==> src/rtl/tagged_line_field_parser_unit_macros.svh <==
// Assertion macros for the tagged line field parser.
// Included by the top level; no other dependencies.
`ifndef TAGGED_LINE_FIELD_PARSER_UNIT_MACROS_SVH
`define TAGGED_LINE_FIELD_PARSER_UNIT_MACROS_SVH

// antecedent in a cycle implies consequent in the same cycle
`define TLFP_ASSERT_SAME(label, clk, rst, ante, cons) \
  label: assert property (@(posedge clk) disable iff (rst) (ante) |-> (cons)) \
    else $error("tlfp: same-cycle check failed");

// antecedent in a cycle implies consequent in the next cycle
`define TLFP_ASSERT_NEXT(label, clk, rst, ante, cons) \
  label: assert property (@(posedge clk) disable iff (rst) (ante) |=> (cons)) \
    else $error("tlfp: next-cycle check failed");

`endif

==> src/rtl/tlfp_pkg.sv <==
// Package for the tagged line field parser: widths, character codes,
// matcher phase types and the result record. No dependencies.
package tlfp_pkg;

  localparam int VALUE_BITS = 32;
  localparam int RES_W      = (VALUE_BITS > 32) ? VALUE_BITS : 32;
  localparam int DATA_OUT_W = 48;

  typedef logic [VALUE_BITS-1:0] mag_t;
  typedef logic [7:0]            char_t;

  localparam mag_t MAG_CAP = mag_t'(1) << (VALUE_BITS - 1);
  localparam mag_t MAG_MAX_POS = mag_t'(MAG_CAP - mag_t'(1));

  // largest magnitude that still takes digit d without passing the cap
  localparam mag_t DIGIT_LIMIT [10] = '{
    mag_t'((MAG_CAP - mag_t'(0)) / 10), mag_t'((MAG_CAP - mag_t'(1)) / 10),
    mag_t'((MAG_CAP - mag_t'(2)) / 10), mag_t'((MAG_CAP - mag_t'(3)) / 10),
    mag_t'((MAG_CAP - mag_t'(4)) / 10), mag_t'((MAG_CAP - mag_t'(5)) / 10),
    mag_t'((MAG_CAP - mag_t'(6)) / 10), mag_t'((MAG_CAP - mag_t'(7)) / 10),
    mag_t'((MAG_CAP - mag_t'(8)) / 10), mag_t'((MAG_CAP - mag_t'(9)) / 10)
  };

  localparam char_t CMD_LABEL [4] = '{8'h43, 8'h4D, 8'h44, 8'h3A}; // C M D :
  localparam char_t VAL_LABEL [4] = '{8'h56, 8'h41, 8'h4C, 8'h3A}; // V A L :

  localparam char_t CHAR_SEMI  = 8'h3B;
  localparam char_t CHAR_MINUS = 8'h2D;
  localparam char_t CHAR_PLUS  = 8'h2B;
  localparam char_t CHAR_SPACE = 8'h20;
  localparam char_t CHAR_ZERO  = 8'h30;
  localparam char_t CHAR_NINE  = 8'h39;

  typedef enum logic [2:0] {
    CMD_MATCH0 = 3'd0,
    CMD_MATCH1 = 3'd1,
    CMD_MATCH2 = 3'd2,
    CMD_MATCH3 = 3'd3,
    CMD_ECHO   = 3'd4,
    CMD_DONE   = 3'd5
  } cmd_phase_t;

  typedef enum logic [2:0] {
    VAL_MATCH0 = 3'd0,
    VAL_MATCH1 = 3'd1,
    VAL_MATCH2 = 3'd2,
    VAL_MATCH3 = 3'd3,
    VAL_SKIP   = 3'd4,
    VAL_DIGITS = 3'd5,
    VAL_DONE   = 3'd6
  } val_phase_t;

  typedef enum logic {
    KIND_CMD_CHAR = 1'b0,
    KIND_SUMMARY  = 1'b1
  } kind_t;

  typedef struct packed {
    kind_t              kind;
    char_t              cmd_char;
    logic               cmd_found;
    logic               val_found;
    logic signed [31:0] parsed_value;
  } result_t;

endpackage

==> src/rtl/tagged_line_field_parser_unit.sv <==
// Tagged line field parser, top level: input channel, parser core and a
// two-entry output register. Depends on tlfp_pkg, tlfp_core and the macros header.
//
// Usage: a text line streams in on the s_ channel, one character per transfer;
// a transfer with s_tlast high marks the end of the line (its s_tdata is ignored).
// The bytes after the first "CMD:" come back on m_ as command characters until
// a ';' or the line end. The line end yields one summary result with the found
// flags and the signed value read after the first "VAL:" (spaces skipped, one
// optional sign, digits; saturated at 32-bit bounds).
// Results are registered into the output register (or the skid entry if it is busy).
// Throughput: one character per cycle while s_tready is high; the core updates its
// state in the same cycle that it registers the result.
// Stalls: the output holds a result register plus one skid entry, so input is
// taken while a single result waits; s_tready falls only when both are full.
// Reset: synchronous, clears matcher state and empties the output stage.
`include "tagged_line_field_parser_unit_macros.svh"

module tagged_line_field_parser_unit
  import tlfp_pkg::*;
(
  input  logic                  clk,
  input  logic                  rst,
  input  logic                  s_tvalid,
  output logic                  s_tready,
  input  logic [7:0]            s_tdata,   // [7:0] data_byte
  input  logic                  s_tlast,   // line_end
  output logic                  m_tvalid,
  input  logic                  m_tready,
  output logic [DATA_OUT_W-1:0] m_tdata,   // [7:0] cmd_char, [8] cmd_found,
                                           // [9] val_found, [41:10] parsed_value
  output logic [0:0]            m_tuser    // [0] result_kind
);

  logic    in_fire;
  logic    pop;
  logic    push;
  logic    core_valid;
  result_t core_res;

  logic    out_valid, skid_valid;
  result_t out_res, skid_res;

  logic    out_is_char;
  logic    char_fields_ok;

  assign s_tready = !skid_valid;
  assign in_fire  = s_tvalid && s_tready;
  assign pop      = out_valid && m_tready;
  assign push     = in_fire && core_valid;

  tlfp_core u_core (
    .clk       (clk),
    .rst       (rst),
    .in_fire   (in_fire),
    .data_byte (s_tdata),
    .line_end  (s_tlast),
    .res_valid (core_valid),
    .res       (core_res)
  );

  always_ff @(posedge clk) begin
    if (rst) begin
      out_valid  <= 1'b0;
      skid_valid <= 1'b0;
    end else if (skid_valid) begin
      if (pop) begin
        out_valid  <= 1'b1;
        skid_valid <= 1'b0;
      end
    end else if (push) begin
      if (!out_valid || pop) begin
        out_valid <= 1'b1;
      end else begin
        skid_valid <= 1'b1;
      end
    end else if (pop) begin
      out_valid <= 1'b0;
    end
  end

  always_ff @(posedge clk) begin
    if (skid_valid) begin
      if (pop) begin
        out_res <= skid_res;
      end
    end else if (push) begin
      if (!out_valid || pop) begin
        out_res <= core_res;
      end else begin
        skid_res <= core_res;
      end
    end
  end

  assign m_tvalid = out_valid;
  assign m_tuser  = out_res.kind;
  assign m_tdata  = {6'b0, out_res.parsed_value, out_res.val_found,
                     out_res.cmd_found, out_res.cmd_char};

  assign out_is_char    = m_tvalid && (m_tuser[0] == KIND_CMD_CHAR);
  assign char_fields_ok = m_tdata[8] && !m_tdata[9] && (m_tdata[41:10] == 32'd0);

  `TLFP_ASSERT_SAME(a_skid_needs_out, clk, rst, skid_valid, out_valid)
  `TLFP_ASSERT_NEXT(a_line_end_gives_result, clk, rst, (in_fire && s_tlast), m_tvalid)
  `TLFP_ASSERT_SAME(a_cmd_char_fields, clk, rst, out_is_char, char_fields_ok)

endmodule

==> src/rtl/tlfp_core.sv <==
// Per-byte step of the parser: both label matchers, the number accumulator
// and the result record for one transfer. Depends on tlfp_pkg.
module tlfp_core
  import tlfp_pkg::*;
(
  input  logic    clk,
  input  logic    rst,
  input  logic    in_fire,
  input  char_t   data_byte,
  input  logic    line_end,
  output logic    res_valid,
  output result_t res
);

  cmd_phase_t cmd_phase, cmd_phase_next;
  val_phase_t val_phase, val_phase_next;
  logic       negative_sign, negative_sign_next;
  mag_t       magnitude, magnitude_next;

  cmd_phase_t cmd_match;
  val_phase_t val_match;
  logic       is_digit;
  logic [3:0] digit;
  mag_t       mag_added;
  mag_t       mag_pos;
  logic [RES_W-1:0] value_wide;
  logic       cmd_found, val_found;

  assign cmd_match = (data_byte == CMD_LABEL[cmd_phase[1:0]]) ? cmd_phase_t'(cmd_phase + 3'd1)
                   : (data_byte == CMD_LABEL[0]) ? CMD_MATCH1 : CMD_MATCH0;
  assign val_match = (data_byte == VAL_LABEL[val_phase[1:0]]) ? val_phase_t'(val_phase + 3'd1)
                   : (data_byte == VAL_LABEL[0]) ? VAL_MATCH1 : VAL_MATCH0;

  assign is_digit  = (data_byte >= CHAR_ZERO) && (data_byte <= CHAR_NINE);
  assign digit     = 4'(data_byte - CHAR_ZERO);
  assign mag_added = (magnitude > DIGIT_LIMIT[digit]) ? MAG_CAP
                   : mag_t'((magnitude << 3) + (magnitude << 1) + mag_t'(digit));

  assign mag_pos    = (magnitude == MAG_CAP) ? MAG_MAX_POS : magnitude;
  assign value_wide = negative_sign ? (RES_W'(0) - RES_W'(magnitude)) : RES_W'(mag_pos);

  assign cmd_found = (cmd_phase == CMD_ECHO) || (cmd_phase == CMD_DONE);
  assign val_found = (val_phase == VAL_SKIP) || (val_phase == VAL_DIGITS)
                  || (val_phase == VAL_DONE);

  always_comb begin
    cmd_phase_next     = cmd_phase;
    val_phase_next     = val_phase;
    negative_sign_next = negative_sign;
    magnitude_next     = magnitude;
    res_valid          = 1'b0;
    res                = '0;
    if (line_end) begin
      res_valid          = 1'b1;
      res.kind           = KIND_SUMMARY;
      res.cmd_found      = cmd_found;
      res.val_found      = val_found;
      res.parsed_value   = val_found ? value_wide[31:0] : 32'sd0;
      cmd_phase_next     = CMD_MATCH0;
      val_phase_next     = VAL_MATCH0;
      negative_sign_next = 1'b0;
      magnitude_next     = '0;
    end else begin
      unique case (cmd_phase)
        CMD_MATCH0, CMD_MATCH1, CMD_MATCH2, CMD_MATCH3: begin
          cmd_phase_next = cmd_match;
        end
        CMD_ECHO: begin
          if (data_byte == CHAR_SEMI) begin
            cmd_phase_next = CMD_DONE;
          end else begin
            res_valid     = 1'b1;
            res.kind      = KIND_CMD_CHAR;
            res.cmd_char  = data_byte;
            res.cmd_found = 1'b1;
          end
        end
        default: ;
      endcase

      unique case (val_phase)
        VAL_MATCH0, VAL_MATCH1, VAL_MATCH2, VAL_MATCH3: begin
          val_phase_next = val_match;
        end
        VAL_SKIP: begin
          priority if (data_byte == CHAR_SPACE) begin
            val_phase_next = VAL_SKIP;
          end else if (data_byte == CHAR_MINUS) begin
            negative_sign_next = 1'b1;
            val_phase_next     = VAL_DIGITS;
          end else if (data_byte == CHAR_PLUS) begin
            val_phase_next = VAL_DIGITS;
          end else if (is_digit) begin
            magnitude_next = mag_added;
            val_phase_next = VAL_DIGITS;
          end else begin
            val_phase_next = VAL_DONE;
          end
        end
        VAL_DIGITS: begin
          if (is_digit) begin
            magnitude_next = mag_added;
          end else begin
            val_phase_next = VAL_DONE;
          end
        end
        default: ;
      endcase
    end
  end

  always_ff @(posedge clk) begin
    if (rst) begin
      cmd_phase     <= CMD_MATCH0;
      val_phase     <= VAL_MATCH0;
      negative_sign <= 1'b0;
      magnitude     <= '0;
    end else if (in_fire) begin
      cmd_phase     <= cmd_phase_next;
      val_phase     <= val_phase_next;
      negative_sign <= negative_sign_next;
      magnitude     <= magnitude_next;
    end
  end

endmodule

==> config.mk <==
export PLATFORM = sky130hd
export DESIGN_NAME = tagged_line_field_parser_unit
export DESIGN_NICKNAME = d
export VERILOG_FILES = /design/src/rtl/tlfp_pkg.sv /design/src/rtl/tagged_line_field_parser_unit.sv /design/src/rtl/tlfp_core.sv
export VERILOG_INCLUDE_DIRS = /design/src /design/src/rtl
export SDC_FILE = /design/constraint.sdc
export NUM_CORES = 1
export LEC_CHECK = 0
export ABC_AREA = 0
export BUFFER_PORTS_ARGS = -buffer_cell sky130_fd_sc_hd__buf_2
export CELL_PAD_IN_SITES_DETAIL_PLACEMENT = 0
export CELL_PAD_IN_SITES_GLOBAL_PLACEMENT = 1
export CORE_MARGIN = 4
export CORE_UTILIZATION = 44
export CTS_BUF_LIST = sky130_fd_sc_hd__clkbuf_8
export CTS_CLUSTER_DIAMETER = 30
export CTS_CLUSTER_SIZE = 25
export DETAILED_ROUTE_END_ITERATION = 8
export PLACE_DENSITY_LB_ADDON = 0.1
export REMOVE_ABC_BUFFERS = 1
export SYNTH_ARGS = -nofsm -noshare
export SYNTH_HDL_FRONTEND = slang
export SYNTH_SLANG_ARGS = --single-unit
==> constraint.sdc <==
create_clock -name clk -period 3.9 [get_ports clk]
set_input_delay 0.39 -clock clk [delete_from_list [all_inputs] [get_ports clk]]
set_output_delay 0.39 -clock clk [all_outputs]
set_load 0.01 [all_outputs]
== Word level (Yosys, flattened, before mapping) ==
Memory sizes are Yosys's and may differ from the RTL's.
Cells that the tools add are included.
Word-level totals
  register bits: 127
  word-level logic and storage cells: 149
  latch bits: 0
  ROM bits: 512
  memories kept: 1
  output and inout bits: 51
  memory bits (writable): 0
Memory list
  (no name shown): words 16, width 32, read ports 1, clocked after Yosys merged registers in 0, wr ports 0, line tlfp_core.sv:36  | assign mag_added = (magnitude > DIGIT_LIMIT[digit]) ? MAG_CAP
Cells by class
  bitwise logic cells: 5
  add/sub/neg operators: 6
  order comparisons: 6
  divide/modulo/power cells: 0
  eq/ne operators: 28
  multiplexer cells: 58
  reductions and logical operators: 29
  $mul: 0
  shift-type cells: 0
Operator list (count)
  2-to-1 mux 32 bit: 11
  2-to-1 mux 43 bit: 4
  one-hot mux 32 bit (2 select lines): 1
  2-to-1 mux 8 bit: 5
  2-to-1 mux 33 bit: 1
  adder 32 bit: 1
  adder 32 x 4 -> 32 bit: 1
  binary-select mux 8 bit (select 2 bit): 2
  equality test 32 bit (second input constant): 1
  equality test 8 x 6 -> 1 bit (second input constant): 4
  greater-than comparator 32 bit: 1
  subtractor 1 x 32 -> 32 bit (first input constant): 1
  2-to-1 mux 3 bit: 9
  2-to-1 mux 1 bit: 20
  equality test 8 x 7 -> 1 bit (second input constant): 2
  equality test 8 bit: 2
  equality test 3 bit (second input constant): 5
  != test 3 bit (second input constant): 5
  AND reduction 3 bit: 5
  equality test 3 x 2 -> 1 bit (second input constant): 4
  2-to-1 mux 10 bit: 1
  nonzero test 2 bit: 5
  2-to-1 mux 9 bit: 1
  one-hot mux 3 bit (3 select lines): 1
  other kinds (23): 39

== Longest topological paths before layout ==
  depth in word-level cells: 13
  mapped depth: 12
  depth with buffers taken out: 11

== Modules after synthesis ==
From an unflattened synthesis, not the netlist that was laid out.
Unflattened totals
  cell total of the unflattened synthesis: 833
  area, all modules: 8485.6 um^2
Modules (own cells, without submodules)
  tlfp_core: cells an instance 679, times used 1, area each 5117.4 um^2
  tagged_line_field_parser_unit: cells an instance 154, times used 1, area each 3368.2 um^2

== Worst setup path before layout ==
Ideal clock, no wire load.
  kind: input to register
  start: input s_tdata[0]
  end: register out_res, in the netlist m_tdata[0] (enable)
  slack: 218 ps
  setup time: 458 ps
  stages: 7
  arrival time: 3225 ps
  path through: clkbuf_1 nand2_1 nor4bb_1 nand2b_1 nand2b_1 nand2_1 a21oi_1
On the way
  longest elaborated chain between the ends: 7
Ends and longest elaborated chain
  start, declared: line tagged_line_field_parser_unit.sv:25  | input logic [7:0] s_tdata,
  equality test 8 x 6 -> 1 bit: line tlfp_core.sv:69  | if (data_byte == CHAR_SEMI) begin
  2-to-1 mux 1 bit: line tlfp_core.sv:69
  2-to-1 mux 1 bit: line tlfp_core.sv:64  | unique case (cmd_phase)
  2-to-1 mux 1 bit: line tlfp_core.sv:53  | if (line_end) begin
  logical AND 1 bit: line tagged_line_field_parser_unit.sv:49  | assign push = in_fire && core_valid;
  nonzero test 2 bit (no source line)
  AND reduction 3 bit (no source line)
  end signal, assigned: line tagged_line_field_parser_unit.sv:84  | out_res <= skid_res;
  end signal, assigned: line tagged_line_field_parser_unit.sv:88  | out_res <= core_res;
  end, declared: line tagged_line_field_parser_unit.sv:41  | result_t out_res, skid_res;
No other way between the ends.
A chain may end at the register's enable or synchronous reset.

== Final worst setup path ==
  start: register u_core.magnitude[2]
  end: register u_core.magnitude[28]
On the way
  longest elaborated chain between the ends: 9
Ends and longest elaborated chain
  start, declared: line tlfp_core.sv:18  | mag_t magnitude, magnitude_next;
  start signal, assigned: line tlfp_core.sv:122  | magnitude <= magnitude_next;
  adder 32 bit: line tlfp_core.sv:37  | : mag_t'((magnitude << 3) + (magnitude << 1) + mag_t'(digit));
  adder 32 x 4 -> 32 bit: line tlfp_core.sv:37
  2-to-1 mux 32 bit *: line tlfp_core.sv:36
  2-to-1 mux 32 bit *: line tlfp_core.sv:93, tlfp_core.sv:101
  2-to-1 mux 32 bit: line tlfp_core.sv:91  | end else if (data_byte == CHAR_PLUS) begin
  2-to-1 mux 32 bit: line tlfp_core.sv:88  | end else if (data_byte == CHAR_MINUS) begin
  2-to-1 mux 32 bit: line tlfp_core.sv:86  | priority if (data_byte == CHAR_SPACE) begin
  one-hot mux 32 bit (2 select lines) *: line tlfp_core.sv:81  | unique case (val_phase)
  2-to-1 mux 32 bit *: line tlfp_core.sv:53
Mark *: on every way between the ends. The rest lies on a longest branch, timed or not. The select of a mux whose other input is x is not followed.

==> results.tsv <==
stage	metric	value	unit
setup_path	r2r_slack	350	ps
synthesis	syn_avg_cell_area	9.334	µm²
min_path	worstHoldStart	m_tready	
cells_and_area	multiInputGateArea	4912	µm²
setup_path	crit_buf_inv	2	
power	total_power	2.722	mW
cells_and_area	regArea	3403	µm²
floorplan	io_pins	64	
clocking	postCtsResizedCells	0	
timing	slew_headroom	0.3014	
routing	ant_nets	0	
routing	drc	0	
timing	drv_slew	0	
synthesis	syn_inst	926	
timing	hold_violations	0	
setup_path	reg2regPathDepth	11	
grt	grt-ovfl-total	0	
routing	dr.pass1.iters	5	
synthesis	synth.largest_area_cell	edfxtp_1	
floorplan	core	19020	µm²
floorplan	rows	50	
timing	fin_crit_sh	0.9099	
clocking	hold_buffers	0	
synthesis	seq_area_frac_synth	0.3937	
power	vdd_drop_max	0.1738	mV
timing	period_minus_slack	3549	ps
clocking	root_buffer	clkbuf_8	
timing	skew	15.86	ps
power	combinationalPowerShare	0.045	
clocking	cts_made_buffers	17	
grt	grt_antenna_before_repair	0	
cells_and_area	drive_gt1_frac	0.1418	
routing	drtIter0Drc	647	
timing	tightest_slew	1048	ps
setup_path	r2r-end	u_core.magnitude[28]	
flow_run	maxCapViolCount	0	
synthesis	synth_area_leaders	edfxtp_1 30%, ha_1 10%, dfxtp_1 9.5%	
power	power_per_cell_area	285.5	nW/µm²
floorplan	fp.dieW	148.2	µm
timing	setup_viol	0	
clocking	clockBufferDepth	2	
min_path	holdPathEnd	skid_valid	
clocking	path_clk_slew	80	ps
synthesis	mappedNetlistArea	8643	µm²
placement	dpl.hpwl	16.62	mm
cells_and_area	n_antenna_cell	0	
power	leakagePower	4.020	nW
setup_path	slowest_delay	510	ps
synthesis	synth-edff-count	86	
setup_path	path_cells	inv_1 > fa_1 > inv_1 > fa_1 > a211oi_1 > o211ai_1 > a221oi_1 > o41ai_1 > a41oi_1 > xnor2_1 > a22o_1	
routing	via_count	7331	
cells_and_area	finalInstanceArea	9533	µm²
floorplan	start_util	0.4545	
power	p_clk_frac	0.422	
setup_path	r2r-start	u_core.magnitude[2]	
setup_path	required	4230	ps
grt	grt_max_degree	44	
routing	vias_per_cell	5.946	
power	power.internal	2.060	mW
setup_path	startpoint_type	register	
placement	portBuffers	57	
setup_path	worstPathMaxFanout	7	
floorplan	chipHeight	148.2	µm
cells_and_area	fin_nets	1048	
floorplan	die_area	21950	µm²
placement	place.gp.congestion	0.8996	
placement	dp_slack	317.3	ps
timing	rsz0062_at_grt	no	
clocking	h-tree-depth	4	
power	p_sw_frac	0.2430	
grt	grt_pass1_vias	6718	
synthesis	yosys_warnings	0	
setup_path	crit_arrival	3880	ps
grt	track_usage	0.2011	
setup_path	cp-end-kind	register	
power	power.switching	661.2	µW
clocking	cts_setup_buffers	0	
outcome	status	finished, final reports clean	
synthesis	synth-seq-cells	127	
setup_path	crit_slowest_cell	fa_1	
grt	grt_pass1_wl	36.20	mm
timing	fmax	281.8	MHz
min_path	hold_class	in2reg	
routing	wl_per_cell	18.15	µm
timing	timing.final.ws_setup	351.2	ps
cells_and_area	fillers	1804	
synthesis	synthArstFlopShare	0	
synthesis	synth_top_area_frac	0.2988	
cells_and_area	area_delta_synth_final	10.29	%
clocking	cts_sinks	127	
clocking	clk_latency	440	ps
placement	placed_cell_area	9144	µm²
setup_path	cp_top_family	compound AO/OA/AOI/OAI gates	
setup_path	crit_type	reg2reg	
synthesis	synthFlopType	edfxtp_1	
min_path	whs_path_depth	2	
power	p_seq_frac	0.534	
synthesis	synth_cell_types	68	
clocking	cts_tree	done	
routing	totalWireLength	22.38	mm
==> per-stage QoR <==
step	TNS (ps)	hold slack (ps)	utilization	instances
after floorplan	-3288	459.1	-	871
after global placement	0	509.8	0.4808	1202
after detailed placement	0	508.1	0.4808	1202
after CTS	0	172.0	0.5013	1233
after global routing	0	188.9	0.5013	1233
final	0	205.7	0.5013	1233
==> cells in the mapped netlist (6+ instances only) <==
cell / number
o211ai_1: 7
o41ai_1: 11
o31ai_1: 12
nand4_1: 13
nand2_1: 85
nand3_1: 14
ha_1: 72
or3_1: 6
xnor2_1: 20
a22o_1: 9
a21o_1: 17
or4_1: 11
clkbuf_1: 48
inv_1: 30
and3_1: 11
nand2b_1: 6
buf_4: 8
nor3_1: 30
a221oi_1: 7
dfxtp_1: 41
a211oi_1: 10
nor4_1: 13
nor2_1: 84
o21a_1: 6
o21ai_0: 34
a22oi_1: 18
a21oi_1: 70
and2_1: 12
a31oi_1: 11
mux2_2: 25
xor2_1: 22
edfxtp_1: 86
nor2b_1: 8
==> sequential cells by signal, summed over array words and instances, names as in the netlist <==
register / count
m_tdata: 42
m_tuser: 1
m_tvalid: 1
skid_res: 43
skid_valid: 1
u_core.cmd_phase: 3
u_core.magnitude: 32
u_core.negative_sign: 1
u_core.val_phase: 3
==> final cells by class <==
type                       instances  share of cell area
multi-input combinational        714              0.5153
clock buffer                      17             0.02454
sequential                       127              0.3570
clock inverter                    14             0.01628
timing repair buffer              71             0.04095
inverter                          30             0.01181
tap                              260             0.03413
==> per-layer routing <==
metal  global-route usage  part of all wire  wire, µm  up-vias
met3              0.02346             0.048      1071       36
met5                    0                 0         0        -
met1               0.3206              0.52     11560     3497
met2               0.2855              0.42      9394      239
li1                     -                 -         -     3559
met4              0.05543             0.016       356        0
==> layout by cell type (no fill, tap or decap), drive strengths merged, types with 13 or more instances in the layout <==
cell type / instances
a22oi: 18
ha: 72
nand3: 14
a21o: 17
nor4: 14
mux2: 25
edfxtp: 86
dfxtp: 41
nor2: 84
nand2: 85
xnor2: 20
clkbuf: 17
xor2: 22
nand4: 13
buf: 71
inv: 36
a21oi: 71
o21ai: 35
nor3: 30
==> power groups by stage <==
stage	logic [mW]	clock network (mW)	registers (mW)
CTS	0.122	1.17	1.45
global route	0.133	1.23	1.46
floorplan	0.0467	0	1.50
global placement	0.121	0	1.48
finish	0.121	1.15	1.45
detailed placement	0.122	0	1.48
==> worst max-delay path by stage <==
stage / depth (start not counted) / slack (ps) / startpoint / end
final: 11 / 350 / u_core.magnitude[2] / u_core.magnitude[28]
after global routing: 11 / 140 / u_core.magnitude[2] / u_core.magnitude[28]
after CTS: 11 / 410 / u_core.magnitude[2] / u_core.magnitude[28]
after detailed placement: 12 / 320 / s_tdata[3] / u_core.magnitude[28]
after global placement: 12 / 410 / s_tdata[3] / u_core.magnitude[28]
after floorplan: 7 / -460 / u_core.val_phase[1] / m_tdata[11]
==> cell families (layout without fill, tap and decap cells) <==
group | Yosys count | count (layout) | share of synthesized area
multiplexers | 27 | 27 | 0.03489
flip-flops | 127 | 127 | 0.3937
AND/OR/NAND/NOR | 313 | 313 | 0.1781
adder cells (fa/ha/maj) | 74 | 74 | 0.1089
AO/OA/AOI/OAI | 252 | 252 | 0.1979
other | 1 | 6 | 0.0004339
buffers and inverters | 90 | 132 | 0.04357
XOR/XNOR | 42 | 42 | 0.04256
No activity file was read; power rests on OpenSTA's default activity.
